[config.mk]
export PLATFORM = sky130hd
export DESIGN_NAME = arl_ram
export DESIGN_NICKNAME = d
export VERILOG_FILES = /design/src/sv/assert_macros.svh /design/src/sv/arl_ram.sv
export SDC_FILE = /design/constraint.sdc
export NUM_CORES = 1
export LEC_CHECK = 0
export BUFFER_PORTS_ARGS = -buffer_cell sky130_fd_sc_hd__buf_2
export CORE_MARGIN = 5
export CORE_UTILIZATION = 35
export CTS_CLUSTER_SIZE = 8
export DETAILED_ROUTE_END_ITERATION = 6
export PLACE_DENSITY = 0.52
export RECOVER_POWER = 50
export REMOVE_ABC_BUFFERS = 1
export SYNTH_ARGS = -nofsm -noshare
export SYNTH_HDL_FRONTEND = slang
export SYNTH_SLANG_ARGS = --single-unit
[constraint.sdc]
create_clock -name clk -period 1.5 [get_ports clk]
set_input_delay 0.15 -clock clk [delete_from_list [all_inputs] [get_ports clk]]
set_output_delay 0.15 -clock clk [all_outputs]
set_load 0.01 [all_outputs]
[src/sv/assert_macros.svh]
// Assertion helpers included by address_region_lookup.sv.
`ifndef ASSERT_MACROS_SVH
`define ASSERT_MACROS_SVH

// Checked on every clock edge outside reset.
`define ARL_ASSERT(lbl, clk, rst_n, prop, msg) \
	lbl: assert property (@(posedge clk) disable iff (!rst_n) prop) else $error(msg);

// Checked on every clock edge, reset included.
`define ARL_ASSERT_ALWAYS(lbl, clk, prop, msg) \
	lbl: assert property (@(posedge clk) prop) else $error(msg);

`endif

[src/sv/arl_ram.sv]
module arl_ram #(
	parameter int WIDTH = 8,
	parameter int DEPTH = 16
) (
	input  logic                     clk,
	input  logic                     we,
	input  logic [$clog2(DEPTH)-1:0] waddr,
	input  logic [WIDTH-1:0]         wdata,
	input  logic [$clog2(DEPTH)-1:0] raddr,
	output logic [WIDTH-1:0]         rdata
);

	logic [WIDTH-1:0] mem_q [DEPTH];

	always_ff @(posedge clk) begin
		if (we) begin
			mem_q[waddr] <= wdata;
		end
		rdata <= mem_q[raddr];
	end

endmodule

==> results of run 1 <==
through the flow:
stage | cell area, um^2 | worst slack, ns
after floorplan | 5060 | -0.143
after global placement | 5680 | -0.0926
after detailed placement | 5680 | -0.104
after CTS | 6300 | 0.135
after global routing | 6270 | 0.0975
final | 6270 | 0.159
cell type report:
cell class / instances / area, um^2 / share of cell area [%]
multi-input combinational: 83 / 1060 / 16.8
tap: 184 / 230 / 3.67
sequential: 136 / 4000 / 63.8
clock buffer: 24 / 502 / 8.00
clock inverter: 8 / 119 / 1.89
timing repair buffer: 55 / 363 / 5.78
worst paths after layout:
check | depth (start not counted) | slack, ns | to
max | 3 | 0.16 | rdata[7]
min | 1 | 0.28 | mem_q[2][7]
max reg2reg | 3 | 0.16 | rdata[7]
min reg2reg | 3 | 0.68 | rdata[0]
power breakdown:
group / total, W / internal [W] / switching, W
clock network: 0.00428 / 0.00283 / 0.00146
logic: 0.000421 / 0.000183 / 0.000238
registers: 0.00428 / 0.00425 / 0.0000235
total: 0.00898 / 0.00726 / 0.00172
flip-flops by register name (all words and copies together), names as in the netlist:
register / cells
mem_q: 128
rdata: 8
worst max-delay path: stages, from the launching register on:
cell and delay (ns):
sky130_fd_sc_hd__edfxtp_1 0.36, sky130_fd_sc_hd__mux4_2 0.49, sky130_fd_sc_hd__a22oi_1 0.28, sky130_fd_sc_hd__nand2_1 0.10
logic make-up after synthesis:
kind of cell | Yosys count | synth area share [%]
compound gates | 16 | 2.33
mux | 32 | 15.0
simple gates | 35 | 3.18
flops | 136 | 77.8
buf+inv | 10 | 1.68
cells in the mapped netlist:
library cell                      count  area (um^2)
sky130_fd_sc_hd__nor3_1               4         20.0
sky130_fd_sc_hd__mux4_1              14          368
sky130_fd_sc_hd__dfxtp_1              8          160
sky130_fd_sc_hd__nor2_1              13         48.8
sky130_fd_sc_hd__buf_2                3         15.0
sky130_fd_sc_hd__mux4_2              18          405
sky130_fd_sc_hd__buf_4                1         7.51
sky130_fd_sc_hd__nand2b_1             2         12.5
sky130_fd_sc_hd__nand3b_1             2         15.0
sky130_fd_sc_hd__edfxtp_1           128         3840
sky130_fd_sc_hd__a22oi_1             16          120
sky130_fd_sc_hd__nand3_1              1         5.00
sky130_fd_sc_hd__and2_1               1         6.26
sky130_fd_sc_hd__and2b_1              1         7.51
sky130_fd_sc_hd__clkdlybuf4s25_2      3         30.0
sky130_fd_sc_hd__nand2_1              9         33.8
sky130_fd_sc_hd__nor2b_1              1         6.26
sky130_fd_sc_hd__buf_6                3         33.8
sky130_fd_sc_hd__or3b_2               1         8.76
routing by layer:
layer | wire length (um) | vias up | track usage (%)
met1 | 4550 | 1284 | 16.0
li1 | - | 1101 | -
met4 | 213 | 2 | 5.31
met3 | 484 | 20 | 3.90
met5 | 12 | - | 0
met2 | 5180 | 55 | 19.9
==> impl_metrics.tcl, run 1 <==
set metrics [dict create \
    post_layout_nonfiller_instances 490 \
    hold_start "wdata[7]" \
    synth_cells 229 \
    rsz0062_at_grt "no" \
    finalHoldWorstSlack_ns 0.279 \
    max_slew.worst_pin.slew_ns 0.838 \
    critical_path_peak_fanout 1 \
    clock-root-buffer "sky130_fd_sc_hd__clkbuf_16" \
    drv_cap 0 \
    cts.repair.resized 0 \
    track_usage_pct 12.5 \
    layout_commonest_cell "sky130_fd_sc_hd__edfxtp_1" \
    fmax_mhz 746 \
    drv_slew 0 \
    cts_made_buffers 17 \
    fraction_of_the_core_area_covered_by_cells_at_the_end_of_the_flow_pct 43.3 \
    vias_per_cell 5.02 \
    worst_setup_hold_path_clk_slew_ns 0.06 \
    tritoncts "done" \
    postRouteWirelength_mm 10.4 \
    cts_h_tree_lvls 4 \
    postSynthRegisterBits 136 \
    area.growth.synth_to_final_pct 21.9 \
    placed_wire_length_estimate_after_detailed_placement_mm 6.80 \
    antennaDiodeCount 0 \
    drive_gt1_share_pct 30.1 \
    grt_start_max_net_pins 27 \
    route.detailed.wl_per_inst_um 21.3 \
    max-vdd-ir-drop_mv 0.705 \
    powerDensity_nw_per_um2 1430 \
    drtAntennaViolNets 0 \
    cts_num_sinks 136 \
    drt_iter0_drc 173 \
    setup-tns-final_ns 0 \
    row_count 44 \
    initial_antenna_violation_count 1 \
    holdCritPathClass "input pin to flop" \
    drc_errors 0 \
    seq_area_frac_synth_pct 77.8 \
    setup_viol 0 \
    worst_setup_path_end_kind "flop" \
    die_h_um 131 \
    cellLeakagePower_nw 2.14 \
    top_library_cells_by_usage_in_the_layout_fill_and_taps_aside "sky130_fd_sc_hd__edfxtp_1, sky130_fd_sc_hd__buf_4, sky130_fd_sc_hd__mux4_2, sky130_fd_sc_hd__clkbuf_16, sky130_fd_sc_hd__buf_2" \
    port_buffers 25 \
    cts-hold-fix-buffers 0 \
    dr.pass1.iters 4 \
    final_period_minus_worst_setup_slack_ns 1.34 \
    critical_path_required_ns 1.79 \
    regToRegStartpoint "mem_q[3][7]" \
    number_of_global_route_vias_before_repair 2588 \
    synth.yosys.warnings 0 \
    arrival_ns 1.63 \
    netlist-cell-type-count 19 \
    total_power_w 0.00898 \
    num_io_pins 26 \
    setup.worst_path.class "flop to flop" \
    globalRouteOverflowTotal 0 \
    die_area_um2 17200 \
    relSlewSlack_pct 43.9 \
    routed-via-count 2462 \
    wire_length_of_the_first_global_routing_pass_mm 15.8 \
    cts_setup_buffers 0 \
    starting_density_of_the_core_pct 35.6 \
    critical_path_launch_point_type "flop" \
    worstSkewPairLatency_ns 0.41 \
    critical_path.startpoint "mem_q[3][7]" \
    cts.path.max_buffers 2 \
    timing_hold_violations_final 0 \
    width_of_the_die_um 131 \
    run_status "completed" \
    rd_place_congestion 0.735 \
    post_synth_instance_area_um2 5150 \
    placedCellCount 458 \
    synthesis.area_per_instance_um2 22.5 \
    final_nets 311 \
    period_share_pct 89.4 \
    std_cell_core_area_um2 14500 \
    nFillCells 1240 \
    final.setup_skew_ns 0.00680 \
]
Power figures use the tool's default switching activity.
==> run 2, diff against run 1 <==
- ABC_AREA: unset -> 1
==> impl_metrics.tcl, run 2 <==
set metrics [dict create \
    run_status "completed" \
    cts_setup_buffers 0 \
    sw_frac_of_total_pct 21.3 \
    worstRegToRegCells 6 \
    final_critical_path_setup_slack_ns 0.398 \
    seq_area_frac_synth_pct 69.4 \
    synthesis.area_per_instance_um2 10.5 \
    clock-root-buffer "sky130_fd_sc_hd__clkbuf_16" \
    dr.pass1.iters 5 \
    synth_largest_area_cell "sky130_fd_sc_hd__edfxtp_1" \
    grt_start_max_net_pins 65 \
    timing.critical_path.buf_inv 1 \
    worst_setup_path_end_kind "primary output" \
    worstSkewPairLatency_ns 0.42 \
    total_switching_power_w 0.00187 \
    globalRouteOverflowTotal 0 \
    layout_top_registers "mem_q: 128 flops, rdata: 8 flops" \
    placed_wire_length_estimate_after_detailed_placement_mm 7.97 \
    critical_path_depth 1 \
    rd_place_congestion 0.773 \
    area.growth.synth_to_final_pct 17.4 \
    final_nets 613 \
    postSynthRegisterBits 136 \
    vias_per_cell 4.56 \
    drive_gt1_share_pct 11.3 \
    die_area_um2 19100 \
    die_h_um 138 \
    relSlewSlack_pct 50.7 \
    arrival_ns 0.95 \
    cts_num_sinks 136 \
    synthMostInstantiatedCell "sky130_fd_sc_hd__nand2_1" \
    synth-async-reset-ratio_pct 0 \
    drv_slew 0 \
    setup_viol 0 \
    synthTopCellsByArea "sky130_fd_sc_hd__edfxtp_1, sky130_fd_sc_hd__nand2_1, sky130_fd_sc_hd__nand3_1, sky130_fd_sc_hd__inv_1, sky130_fd_sc_hd__dfxtp_1" \
    critical_path_launch_point_type "flop" \
    p_seq_share_pct 48.6 \
    drt_iter0_drc 290 \
    top_library_cells_by_usage_in_the_layout_fill_and_taps_aside "sky130_fd_sc_hd__nand2_1, sky130_fd_sc_hd__edfxtp_1, sky130_fd_sc_hd__inv_1, sky130_fd_sc_hd__nand3_1, sky130_fd_sc_hd__buf_4" \
    holdCritPathClass "input pin to flop" \
    period_share_pct 73.5 \
    setup.worst_path.class "flop to primary output" \
    synth.yosys.warnings 0 \
    internal_power_w 0.00693 \
    cts-hold-fix-buffers 0 \
    layout_commonest_cell "sky130_fd_sc_hd__nand2_1" \
    wire_length_of_the_first_global_routing_pass_mm 20.5 \
    route.detailed.wl_per_inst_um 15.5 \
    drtAntennaViolNets 0 \
    number_of_global_route_vias_before_repair 3680 \
    final_period_minus_worst_setup_slack_ns 1.10 \
    synth-edff-count 128 \
    initial_antenna_violation_count 0 \
    cp_slowest_cell "sky130_fd_sc_hd__dfxtp_1" \
    post_synth_instance_area_um2 5770 \
    registers.top_by_ff_count "mem_q" \
    track_usage_pct 14.1 \
    pwr-share-comb_pct 5.8 \
    worst_setup_hold_path_clk_slew_ns 0.06 \
    clock_power_share_pct 45.6 \
    max_slew.worst_pin.slew_ns 0.740 \
    cts.path.max_buffers 2 \
    cts_made_buffers 17 \
    cts.repair.resized 0 \
    netlist-cell-type-count 12 \
    fmax_mhz 908 \
    max-vdd-ir-drop_mv 0.799 \
    critical_path.max_stage_delay_ns 0.37 \
    cts_h_tree_lvls 4 \
    tritoncts "done" \
    cellLeakagePower_nw 2.91 \
    row_count 47 \
    critical_path_required_ns 1.35 \
    synth_flop_cell "sky130_fd_sc_hd__edfxtp_1" \
    port_buffers 25 \
    num_io_pins 26 \
    antennaDiodeCount 0 \
    min_path_cells 4 \
    drv_cap 0 \
    place_worst_setup_slack_ns 0.279 \
    final.setup_skew_ns 0.00495 \
    std_cell_core_area_um2 16300 \
    setup-tns-final_ns 0 \
    starting_density_of_the_core_pct 35.3 \
    crit_family "flip-flops" \
    width_of_the_die_um 138 \
    postRouteWirelength_mm 12.8 \
    synth_cells 551 \
    routed-via-count 3773 \
    largest_register_ffs 128 \
    powerDensity_nw_per_um2 1300 \
    yosysTopAreaCellShare_pct 66.7 \
    worstPathCellList "buf_2" \
    drc_errors 0 \
    timing_hold_violations_final 0 \
    critical_path_peak_fanout 1 \
    rsz0062_at_grt "no" \
    synthTopCellsByCount "sky130_fd_sc_hd__nand2_1, sky130_fd_sc_hd__edfxtp_1, sky130_fd_sc_hd__inv_1" \
]
## run 2: cell types whose count changed after synthesis, moves of 4 or more
cell and delta:
sky130_fd_sc_hd__buf_2 +10, sky130_fd_sc_hd__nand2_1 +164, sky130_fd_sc_hd__nor3_1 -4, sky130_fd_sc_hd__mux4_1 -14, sky130_fd_sc_hd__a22oi_1 -16, sky130_fd_sc_hd__inv_1 +100, sky130_fd_sc_hd__nand3_1 +96, sky130_fd_sc_hd__mux4_2 -18
sky130_fd_sc_hd__nor2_1 +4
## run 2: worst paths after layout
kind	from	end	slack, ns
worst min-delay path	raddr[3]	rdata[6]	0.16
worst max register to register	mem_q[1][0]	rdata[0]	0.54
worst max-delay path	rdata[0]	rdata[0]	0.40
worst min register to register	mem_q[2][5]	rdata[5]	0.66
## run 2: tightest hold or removal path, stage by stage
cell and delay (ns):
sky130_fd_sc_hd__buf_2 0.09, sky130_fd_sc_hd__buf_4 0.16, sky130_fd_sc_hd__nand3_1 0.09, sky130_fd_sc_hd__nand2_1 0.05
## run 2: routing by layer
metal / vias up / wire length (um) / global-route usage (%)
met5: - / 0 / 0
met4: 0 / 241 / 5.67
met3: 17 / 508 / 3.25
met2: 84 / 5800 / 21.5
met1: 1809 / 6250 / 19.6
li1: 1863 / - / -
## run 2: power groups by stage
stage / Combinational, W / Sequential (W) / Clock (W)
after floorplan: 0.000229 / 0.00436 / 0
after global placement: 0.000518 / 0.00436 / 0
after detailed placement: 0.000528 / 0.00436 / 0
after CTS: 0.000531 / 0.00428 / 0.00409
after global routing: 0.000586 / 0.00429 / 0.00425
final: 0.000511 / 0.00428 / 0.00401
## run 2: kinds of logic (layout without fill, tap and decap cells)
logic type	after synthesis	count (layout)	share of synthesized area (%)
buffers and inverters	126	183	9.52
flip-flops	136	136	69.4
AND/OR/NAND/NOR	289	289	21.0
## run 2: layout make-up
class / count / area [um^2]
sequential: 136 / 4000
timing repair buffer: 49 / 328
multi-input combinational: 289 / 1210
tap: 220 / 275
clock buffer: 23 / 468
inverter: 102 / 383
clock inverter: 9 / 98.8
fill: 1639 / 9580
## run 2: through the flow
step / total power [W] / std cells / util [%] / instance area [um^2] / hold slack (ns)
after floorplan: 0.00459 / 527 / - / 5600 / 0.249
after global placement: 0.00487 / 796 / 38.0 / 6220 / 0.548
after CTS: 0.00890 / 828 / 41.5 / 6790 / 0.116
after detailed placement: 0.00488 / 796 / 38.0 / 6220 / 0.553
final: 0.00880 / 828 / 41.4 / 6770 / 0.156
after global routing: 0.00912 / 828 / 41.4 / 6770 / 0.177
